File: src/rsc_pkg.sv
// Shared types, constants and character helpers of the radix string converter.
package rsc_pkg;

	localparam int VALUE_BITS = 63;
	localparam int MAX_DIGITS = 64;

	localparam int CHAR_W   = 8;
	localparam int BASE_W   = 6;
	localparam int ADDR_W   = $clog2(MAX_DIGITS);
	localparam int CNT_W    = $clog2(MAX_DIGITS + 1);
	localparam int BITCNT_W = $clog2(VALUE_BITS);
	localparam int PROD_W   = VALUE_BITS + BASE_W;
	localparam int CFG_IDX_W = 2;

	localparam logic [CFG_IDX_W-1:0] CFG_SOURCE_BASE = 2'd0;
	localparam logic [CFG_IDX_W-1:0] CFG_TARGET_BASE = 2'd1;

	localparam logic [BASE_W-1:0] BASE_RESET = 6'd10;
	localparam logic [BASE_W-1:0] BASE_MIN   = 6'd2;
	localparam logic [BASE_W-1:0] BASE_MAX   = 6'd36;

	localparam logic [CHAR_W-1:0] CHAR_0  = 8'h30;
	localparam logic [CHAR_W-1:0] CHAR_9  = 8'h39;
	localparam logic [CHAR_W-1:0] CHAR_UA = 8'h41;
	localparam logic [CHAR_W-1:0] CHAR_UZ = 8'h5A;
	localparam logic [CHAR_W-1:0] CHAR_LA = 8'h61;
	localparam logic [CHAR_W-1:0] CHAR_LZ = 8'h7A;
	localparam logic [BASE_W-1:0] DEC_RADIX = 6'd10;

	typedef enum logic [1:0] {
		ST_OK        = 2'd0,
		ST_BAD_DIGIT = 2'd1,
		ST_OVERFLOW  = 2'd2
	} status_t;

	typedef enum logic [3:0] {
		S_IDLE,
		S_MUL,
		S_ADD,
		S_DECIDE,
		S_CONV,
		S_DIV,
		S_STORE,
		S_ERR,
		S_EMIT_RD,
		S_EMIT_LD
	} state_t;

	typedef struct packed {
		logic ok;
		logic [BASE_W-1:0] val;
	} digit_t;

	// controller -> datapath
	typedef struct packed {
		logic take;
		logic mul;
		logic add;
		logic conv_init;
		logic div_step;
		logic store;
		logic set_ovf;
		logic err_load;
		logic emit_load;
		logic clear_run;
	} cmd_t;

	// datapath -> controller
	typedef struct packed {
		logic take_ok;
		logic last;
		logic err_nz;
		logic acc_zero;
		logic div_done;
		logic quot_zero;
		logic count_full;
		logic count_one;
		logic out_free;
	} sts_t;

	function automatic digit_t char_value(logic [CHAR_W-1:0] c);
		digit_t d;
		d.ok  = 1'b1;
		d.val = '0;
		if (c >= CHAR_0 && c <= CHAR_9) begin
			d.val = BASE_W'(c - CHAR_0);
		end else if (c >= CHAR_UA && c <= CHAR_UZ) begin
			d.val = BASE_W'(c - CHAR_UA + CHAR_W'(DEC_RADIX));
		end else if (c >= CHAR_LA && c <= CHAR_LZ) begin
			d.val = BASE_W'(c - CHAR_LA + CHAR_W'(DEC_RADIX));
		end else begin
			d.ok = 1'b0;
		end
		return d;
	endfunction

	function automatic logic [CHAR_W-1:0] digit_char(logic [BASE_W-1:0] d);
		logic [CHAR_W-1:0] c;
		if (d < DEC_RADIX) begin
			c = CHAR_0 + CHAR_W'(d);
		end else begin
			c = CHAR_UA + CHAR_W'(d) - CHAR_W'(DEC_RADIX);
		end
		return c;
	endfunction

endpackage

File: src/rsc_ram.sv
// Generic single-port-write, single-port-read RAM with registered read data.
module rsc_ram #(
	parameter int WIDTH = 8,
	parameter int DEPTH = 64,
	localparam int AW = $clog2(DEPTH)
) (
	input  logic             clk,
	input  logic             we,
	input  logic [AW-1:0]    waddr,
	input  logic [WIDTH-1:0] wdata,
	input  logic [AW-1:0]    raddr,
	output logic [WIDTH-1:0] rdata
);

	logic [WIDTH-1:0] mem [DEPTH];

	always_ff @(posedge clk) begin
		if (we) begin
			mem[waddr] <= wdata;
		end
		rdata <= mem[raddr];
	end

endmodule

File: src/rsc_datapath.sv
// Datapath: config registers, accumulator, bit-serial divider, digit RAM, output register.
module rsc_datapath (
	input  logic                             clk,
	input  logic                             arst_n,
	input  rsc_pkg::cmd_t                    cmd,
	output rsc_pkg::sts_t                    sts,
	input  logic                             cfg_valid,
	input  logic [rsc_pkg::CFG_IDX_W-1:0]    cfg_index,
	input  logic [rsc_pkg::BASE_W-1:0]       cfg_data,
	input  logic [rsc_pkg::CHAR_W-1:0]       in_char,
	input  logic                             in_last,
	input  logic                             out_ready,
	output logic                             out_valid,
	output logic [rsc_pkg::CHAR_W-1:0]       out_char,
	output logic                             out_last,
	output logic [1:0]                       out_status
);

	localparam int VB = rsc_pkg::VALUE_BITS;
	localparam int BW = rsc_pkg::BASE_W;
	localparam int PW = rsc_pkg::PROD_W;
	localparam int CW = rsc_pkg::CNT_W;
	localparam int AW = rsc_pkg::ADDR_W;

	logic [BW-1:0]                    src_base_q, tgt_base_q, tbase_q;
	logic [VB-1:0]                    acc_q, val_q;
	rsc_pkg::status_t                 err_q, out_status_q;
	logic [rsc_pkg::CHAR_W-1:0]       char_q, out_char_q;
	logic                             last_q, out_valid_q, out_last_q;
	logic [PW-1:0]                    prod_q, sum;
	logic [BW-1:0]                    rem_q;
	logic [rsc_pkg::BITCNT_W-1:0]     bitcnt_q;
	logic [CW-1:0]                    count_q, cnt_dec;
	rsc_pkg::digit_t                  dig;
	logic                             bad;
	logic [BW:0]                      rem_shift, rem_sub;
	logic                             qbit;
	logic                             ram_we;
	logic [AW-1:0]                    ram_waddr;
	logic [BW-1:0]                    ram_wdata, ram_rdata;
	logic                             out_free;

	assign dig = rsc_pkg::char_value(char_q);
	assign bad = !dig.ok || (dig.val >= src_base_q);
	assign sum = prod_q + PW'(dig.val);

	// one restoring step per cycle, dividend MSB first
	assign rem_shift = {rem_q, val_q[VB-1]};
	assign qbit      = (rem_shift >= {1'b0, tbase_q});
	assign rem_sub   = qbit ? (rem_shift - {1'b0, tbase_q}) : rem_shift;

	assign cnt_dec   = count_q - CW'(1);
	assign out_free  = !out_valid_q || out_ready;

	assign ram_we    = cmd.store || (cmd.conv_init && acc_q == '0);
	assign ram_waddr = cmd.store ? count_q[AW-1:0] : '0;
	assign ram_wdata = cmd.store ? rem_q : '0;

	rsc_ram #(
		.WIDTH (BW),
		.DEPTH (rsc_pkg::MAX_DIGITS)
	) u_digits (
		.clk   (clk),
		.we    (ram_we),
		.waddr (ram_waddr),
		.wdata (ram_wdata),
		.raddr (cnt_dec[AW-1:0]),
		.rdata (ram_rdata)
	);

	always_ff @(posedge clk or negedge arst_n) begin
		if (!arst_n) begin
			src_base_q <= rsc_pkg::BASE_RESET;
			tgt_base_q <= rsc_pkg::BASE_RESET;
		end else if (cfg_valid) begin
			if (cfg_index == rsc_pkg::CFG_SOURCE_BASE) begin
				src_base_q <= cfg_data;
			end else if (cfg_index == rsc_pkg::CFG_TARGET_BASE) begin
				tgt_base_q <= cfg_data;
			end
		end
	end

	always_ff @(posedge clk or negedge arst_n) begin
		if (!arst_n) begin
			acc_q    <= '0;
			err_q    <= rsc_pkg::ST_OK;
			count_q  <= '0;
			bitcnt_q <= '0;
		end else begin
			if (cmd.mul && err_q == rsc_pkg::ST_OK && bad) begin
				err_q <= rsc_pkg::ST_BAD_DIGIT;
			end
			if (cmd.add) begin
				if (|sum[PW-1:VB]) begin
					err_q <= rsc_pkg::ST_OVERFLOW;
				end else begin
					acc_q <= sum[VB-1:0];
				end
			end
			if (cmd.conv_init) begin
				bitcnt_q <= '0;
				count_q  <= (acc_q == '0) ? CW'(1) : '0;
			end
			if (cmd.div_step) begin
				bitcnt_q <= bitcnt_q + rsc_pkg::BITCNT_W'(1);
			end
			if (cmd.store) begin
				bitcnt_q <= '0;
				count_q  <= count_q + CW'(1);
			end
			if (cmd.set_ovf) begin
				err_q <= rsc_pkg::ST_OVERFLOW;
			end
			if (cmd.emit_load && !cmd.clear_run) begin
				count_q <= cnt_dec;
			end
			if (cmd.clear_run) begin
				acc_q   <= '0;
				err_q   <= rsc_pkg::ST_OK;
				count_q <= '0;
			end
		end
	end

	// payload registers
	always_ff @(posedge clk) begin
		if (cmd.take) begin
			char_q <= in_char;
			last_q <= in_last;
		end
		if (cmd.mul) begin
			prod_q <= PW'(acc_q) * PW'(src_base_q);
		end
		if (cmd.conv_init) begin
			val_q <= acc_q;
			rem_q <= '0;
			if (tgt_base_q < rsc_pkg::BASE_MIN) begin
				tbase_q <= rsc_pkg::BASE_MIN;
			end else if (tgt_base_q > rsc_pkg::BASE_MAX) begin
				tbase_q <= rsc_pkg::BASE_MAX;
			end else begin
				tbase_q <= tgt_base_q;
			end
		end
		if (cmd.div_step) begin
			val_q <= {val_q[VB-2:0], qbit};
			rem_q <= rem_sub[BW-1:0];
		end
		if (cmd.store) begin
			rem_q <= '0;
		end
	end

	always_ff @(posedge clk or negedge arst_n) begin
		if (!arst_n) begin
			out_valid_q <= 1'b0;
		end else if (cmd.err_load || cmd.emit_load) begin
			out_valid_q <= 1'b1;
		end else if (out_ready) begin
			out_valid_q <= 1'b0;
		end
	end

	always_ff @(posedge clk) begin
		if (cmd.err_load) begin
			out_char_q   <= '0;
			out_last_q   <= 1'b1;
			out_status_q <= err_q;
		end else if (cmd.emit_load) begin
			out_char_q   <= rsc_pkg::digit_char(ram_rdata);
			out_last_q   <= (count_q == CW'(1));
			out_status_q <= rsc_pkg::ST_OK;
		end
	end

	always_comb begin
		sts.take_ok    = (err_q == rsc_pkg::ST_OK) && !bad;
		sts.last       = last_q;
		sts.err_nz     = (err_q != rsc_pkg::ST_OK);
		sts.acc_zero   = (acc_q == '0);
		sts.div_done   = (bitcnt_q == rsc_pkg::BITCNT_W'(VB - 1));
		sts.quot_zero  = (val_q == '0);
		sts.count_full = (count_q == CW'(rsc_pkg::MAX_DIGITS - 1));
		sts.count_one  = (count_q == CW'(1));
		sts.out_free   = out_free;
	end

	assign out_valid  = out_valid_q;
	assign out_char   = out_char_q;
	assign out_last   = out_last_q;
	assign out_status = out_status_q;

endmodule

File: src/rsc_controller.sv
// Controller: sequences accumulation, division, digit storage and emission.
module rsc_controller (
	input  logic           clk,
	input  logic           arst_n,
	input  logic           in_valid,
	output logic           in_ready,
	input  rsc_pkg::sts_t  sts,
	output rsc_pkg::cmd_t  cmd
);

	rsc_pkg::state_t state_q, state_d;

	always_ff @(posedge clk or negedge arst_n) begin
		if (!arst_n) begin
			state_q <= rsc_pkg::S_IDLE;
		end else begin
			state_q <= state_d;
		end
	end

	always_comb begin
		state_d  = state_q;
		cmd      = '0;
		in_ready = 1'b0;
		unique case (state_q)
			rsc_pkg::S_IDLE: begin
				in_ready = 1'b1;
				if (in_valid) begin
					cmd.take = 1'b1;
					state_d  = rsc_pkg::S_MUL;
				end
			end
			rsc_pkg::S_MUL: begin
				cmd.mul = 1'b1;
				state_d = sts.take_ok ? rsc_pkg::S_ADD : rsc_pkg::S_DECIDE;
			end
			rsc_pkg::S_ADD: begin
				cmd.add = 1'b1;
				state_d = rsc_pkg::S_DECIDE;
			end
			rsc_pkg::S_DECIDE: begin
				priority if (!sts.last) begin
					state_d = rsc_pkg::S_IDLE;
				end else if (sts.err_nz) begin
					state_d = rsc_pkg::S_ERR;
				end else begin
					state_d = rsc_pkg::S_CONV;
				end
			end
			rsc_pkg::S_CONV: begin
				cmd.conv_init = 1'b1;
				state_d = sts.acc_zero ? rsc_pkg::S_EMIT_RD : rsc_pkg::S_DIV;
			end
			rsc_pkg::S_DIV: begin
				cmd.div_step = 1'b1;
				if (sts.div_done) begin
					state_d = rsc_pkg::S_STORE;
				end
			end
			rsc_pkg::S_STORE: begin
				cmd.store = 1'b1;
				priority if (sts.quot_zero) begin
					state_d = rsc_pkg::S_EMIT_RD;
				end else if (sts.count_full) begin
					// more digits than the store holds
					cmd.set_ovf = 1'b1;
					state_d     = rsc_pkg::S_ERR;
				end else begin
					state_d = rsc_pkg::S_DIV;
				end
			end
			rsc_pkg::S_ERR: begin
				if (sts.out_free) begin
					cmd.err_load  = 1'b1;
					cmd.clear_run = 1'b1;
					state_d       = rsc_pkg::S_IDLE;
				end
			end
			rsc_pkg::S_EMIT_RD: begin
				state_d = rsc_pkg::S_EMIT_LD;
			end
			rsc_pkg::S_EMIT_LD: begin
				if (sts.out_free) begin
					cmd.emit_load = 1'b1;
					if (sts.count_one) begin
						cmd.clear_run = 1'b1;
						state_d       = rsc_pkg::S_IDLE;
					end else begin
						state_d = rsc_pkg::S_EMIT_RD;
					end
				end
			end
			default: begin
				state_d = rsc_pkg::S_IDLE;
			end
		endcase
	end

endmodule

File: src/radix_string_converter_top.sv
// Top level of the radix string converter: ports, controller and datapath.
//
//  channel  direction  handshake            payload
//  s_*      in         s_tvalid / s_tready  tdata = char_code, tlast = is_last
//  m_*      out        m_tvalid / m_tready  tdata = out_char, tlast = out_last, tuser = status
//  cfg_*    in         cfg_valid/cfg_ready  cfg_index = register, cfg_data = value
//
// Each character passes through the accept, multiply, add and decide states; the add
// state is skipped when its digit is refused or the run already holds an error.
// After the last character the conversion is initialised, then the one-bit-per-cycle
// restoring divider finds each output digit, which is stored; the digits are then read
// back and emitted. A run that ends in error instead loads its single error result.
// Reset clears the run state and restores both bases to 10; no RAM clearing pass.
// A stalled result holds in the output register; the controller waits before loading another.
module radix_string_converter_top (
	input  logic                          clk,
	input  logic                          arst_n,
	input  logic                          s_tvalid,
	output logic                          s_tready,
	input  logic [7:0]                    s_tdata,   // [7:0] char_code
	input  logic                          s_tlast,
	output logic                          m_tvalid,
	input  logic                          m_tready,
	output logic [7:0]                    m_tdata,   // [7:0] out_char
	output logic                          m_tlast,
	output logic [1:0]                    m_tuser,   // [1:0] status
	input  logic                          cfg_valid,
	output logic                          cfg_ready,
	input  logic [rsc_pkg::CFG_IDX_W-1:0] cfg_index,
	input  logic [rsc_pkg::BASE_W-1:0]    cfg_data
);

	rsc_pkg::cmd_t cmd;
	rsc_pkg::sts_t sts;

	assign cfg_ready = 1'b1;

	rsc_controller u_ctrl (
		.clk      (clk),
		.arst_n   (arst_n),
		.in_valid (s_tvalid),
		.in_ready (s_tready),
		.sts      (sts),
		.cmd      (cmd)
	);

	rsc_datapath u_dp (
		.clk        (clk),
		.arst_n     (arst_n),
		.cmd        (cmd),
		.sts        (sts),
		.cfg_valid  (cfg_valid),
		.cfg_index  (cfg_index),
		.cfg_data   (cfg_data),
		.in_char    (s_tdata),
		.in_last    (s_tlast),
		.out_ready  (m_tready),
		.out_valid  (m_tvalid),
		.out_char   (m_tdata),
		.out_last   (m_tlast),
		.out_status (m_tuser)
	);

endmodule

File: config.mk
export PLATFORM = sky130hd
export DESIGN_NAME = radix_string_converter_top
export DESIGN_NICKNAME = d
export VERILOG_FILES = /design/src/rsc_pkg.sv /design/src/rsc_ram.sv /design/src/rsc_datapath.sv /design/src/rsc_controller.sv /design/src/radix_string_converter_top.sv
export SDC_FILE = /design/constraint.sdc
export NUM_CORES = 2
export LEC_CHECK = 0
export BUFFER_PORTS_ARGS = -buffer_cell sky130_fd_sc_hd__buf_2
export CORE_ASPECT_RATIO = 1.1
export CORE_MARGIN = 4
export CORE_UTILIZATION = 55
export DETAILED_ROUTE_END_ITERATION = 10
export PLACE_DENSITY = 0.81
export SETUP_SLACK_MARGIN = 0.05
export SLEW_MARGIN = 20
export SYNTH_ARGS = -nofsm -noshare
export SYNTH_HDL_FRONTEND = slang
export SYNTH_SLANG_ARGS = --single-unit
File: constraint.sdc
create_clock -name clk -period 13.14 [get_ports clk]
set_input_delay 3.942 -clock clk [delete_from_list [all_inputs] [get_ports clk]]
set_output_delay 3.942 -clock clk [all_outputs]
set_load 0.1 [all_outputs]
==> out/results.ini <==
[synthesis]
ys_seq_area_share_pct = 47.52
syn_avg_cell_area_um2 = 11.63
synthesis.nets = 3780
ys_warn_count = 0
ys_top_cells_by_count = 653 x nand2_1, 533 x edfxtp_1, 264 x inv_1
synth_edf_count = 533
ys_types = 71
netlist_area_um2 = 39540
synth.top_cell.area_share_pct = 40.48
syn_inst = 3400
synth-main-ff-cell = edfxtp_1
yosysMostFrequentCell = nand2_1
synth_area_leaders = edfxtp_1 40%, fa_1 13%, mux4_2 7.2%, nand2_1 6.2%, dfrtp_1 5.8%
synthArstFlopShare_pct = 14.66
synth_top_cell_by_area = edfxtp_1
ys_ff_latch = 648

[floorplan]
chipWidth_um = 263.6
core_area_um2 = 70830
die_y_um = 289.2
start_util_pct = 55.82
io_pins = 36
dieArea_um2 = 76250
rows = 102

[cts]
hold_buffers = 0
clockBufferDepth = 3
cts_setup_buffers = 0
cts_buffers = 67
htreeDepth = 3
postCtsResizedCells = 0
root_buffer = clkbuf_16
clk_latency_ns = 0.62
clkTransAtPathRegs_ns = 0.06
clkSinkCount = 648
cts_tree = done

[layout]
drive_gt1_share_pct = 11.56
diodes = 0
post-route-util_pct = 60.05
fin_area_um2 = 42540
nets = 3691
area_growth_pct = 7.579

[detailed_routing]
vias_per_cell = 6.198
highest-signal-layer = met4
routed-via-count = 26652
drt-total-wl_mm = 98.97
drt-initial-drc-count = 2664
drc_errors = 0
ant_nets = 0
dr_wl_met2_mm = 51.34
dr.pass1.iters = 8
route.met3.wl_mm = 7.082
wl_met1_mm = 35.90
wl_per_cell_um = 23.02

[critical_path]
critPathMaxFanout = 64
worstSetupEndpointType = flip-flop
cpMostUsedCell = fa_1
cp.buffers_inverters = 3
critPathLaunchType = flip-flop
worst_ep_arrival_time_ns = 7.12
slowest_delay_ns = 0.56
cp_data_required_time_ns = 13.50
crit_chain = buf_4, and2_1, fa_1, inv_1, fa_1, fa_1, inv_1, ha_1, a211oi_1, o21ai_0, o2111ai_1, o211ai_1, a2111o_1, a31oi_1, o31ai_1, nor4b_1, o31ai_1, xnor2_1
critPathTopFamily = compound AO/OA/AOI/OAI gates
critical_path_class = flip-flop to flip-flop
crit_slowest_cell = a2111o_1

[place]
placedInstanceArea_um2 = 40310
port_buffers = 33
dpl.hpwl_mm = 67.10
gp_congestion = 0.8905

[timing]
slew_headroom_pct = 23.41
worst_pin_slew_ns = 1.149
fin_crit_ns = 6.765
clock.fmax_mhz = 147.8
setup_viol = 0
fin_setup_tns_ns = 0
final.setup_skew_ns = 0.01864
rsz0062_at_grt = no
hold_violations = 0
drv_slew = 0
min_period_over_period_pct = 51.48

[min_path]
holdCritPathClass = flip-flop to flip-flop

[global_routing]
antenna_found_initial = 0
grt_pass1_wl_mm = 156.6
grt_max_degree = 77
overflow = 0
grt_usage_pct = 26.15
grt_pass1_vias = 27259

[pwr]
p_leak_nw = 16.50
power.density_nw_per_um2 = 214.1
ir_worst_vdd_uv = 154.6
power_mw = 9.106

[outcome]
outcome = complete, no violations

[job]
drv_cap = 0

-- kinds of logic (layout without fill, tap and decap cells) --
| group | Yosys count | count (layout) | share of synthesized area (%) |
|---|---|---|---|
| AO/OA/AOI/OAI | 416 | 416 | 7.471 |
| XOR/XNOR | 140 | 140 | 3.101 |
| adder cells (fa/ha/maj) | 358 | 358 | 16.02 |
| buffers and inverters | 485 | 449 | 4.775 |
| flip-flops | 648 | 648 | 47.52 |
| multiplexers | 148 | 148 | 7.759 |
| other | 2 | 2 | 0.01899 |
| AND/OR/NAND/NOR | 1203 | 1203 | 13.34 |
-- registers in the layout, summed over array words and instances (netlist names), 7 cells and up --
| signal | flops |
|---|---|
| u_dp.out_char | 7 |
| u_dp.acc_q | 63 |
| u_dp.char_q | 8 |
| u_dp.u_digits.mem | 384 |
| u_dp.prod_q | 69 |
| u_dp.val_q | 63 |
| u_dp.count_q | 7 |
-- final cells by class --
cell class                      instances  area, um2
Fill cell                            5240      28290
Clock buffer                           91       1901
Sequential cell                       648      18800
Inverter                              264      991.0
Tap cell                              936       1171
Clock inverter                         31      325.3
Timing Repair Buffer                   63      392.9
Multi-Input combinational cell       2267      18960
-- metrics by stage --
stage,setup slack (ns),std cells,hold slack [ns]
floorplan,6.999,3400,0.4456
global placement,6.622,4178,0.4639
detailed placement,6.448,4178,0.4820
CTS,6.438,4300,0.4908
global route,6.113,4300,0.5091
finish,6.375,4300,0.4917
-- per-layer routing --
| metal | vias to the layer above | global-route usage, % |
|---|---|---|
| met4 | 0 | 10.73 |
| met3 | 287 | 4.323 |
| met5 | - | 0 |
| met2 | 1354 | 46.23 |
| li1 | 11609 | - |
| met1 | 13402 | 32.30 |
-- cell usage in the layout, fill, tap and decap left out, types with 20 or more instances in the layout --
master,count
nand2_1,652
edfxtp_1,533
inv_1,262
fa_1,247
nor2_1,236
mux4_2,126
ha_1,110
a21oi_1,99
dfrtp_1,86
o21ai_0,76
xor2_1,70
clkbuf_16,70
xnor2_1,68
and2_1,54
nand3_1,52
a21o_1,52
a211oi_2,49
nand4_1,44
nor4_1,39
buf_2,32
buf_4,31
nor3_1,25
a31oi_1,20
dfxtp_1,20
-- tightest hold or removal path: stages, from the launching register on --
cell     delay (ns)
dfxtp_1        0.33
nand2_1        0.06
a21oi_1        0.05
-- where the power goes --
group	switching (mW)	internal [mW]
combinational	2.47	1.57
clock	0.818	1.12
sequential	0.460	2.66
-- final timing paths --
check	start	end	slack (ns)	cells after the start
max in group asynchronous	arst_n	u_dp.acc_q[56]	8.50	2
setup reg to reg	u_dp.src_base_q[1]	u_dp.prod_q[61]	6.38	18
min in group asynchronous	arst_n	u_dp.bitcnt_q[5]	3.33	1
setup / recovery	u_dp.src_base_q[1]	u_dp.prod_q[61]	6.38	18
hold / removal	u_dp.rem_q[0]	u_dp.rem_q[0]	0.49	2
hold reg to reg	u_dp.rem_q[0]	u_dp.rem_q[0]	0.49	2
(Power assumes the default switching activity.)
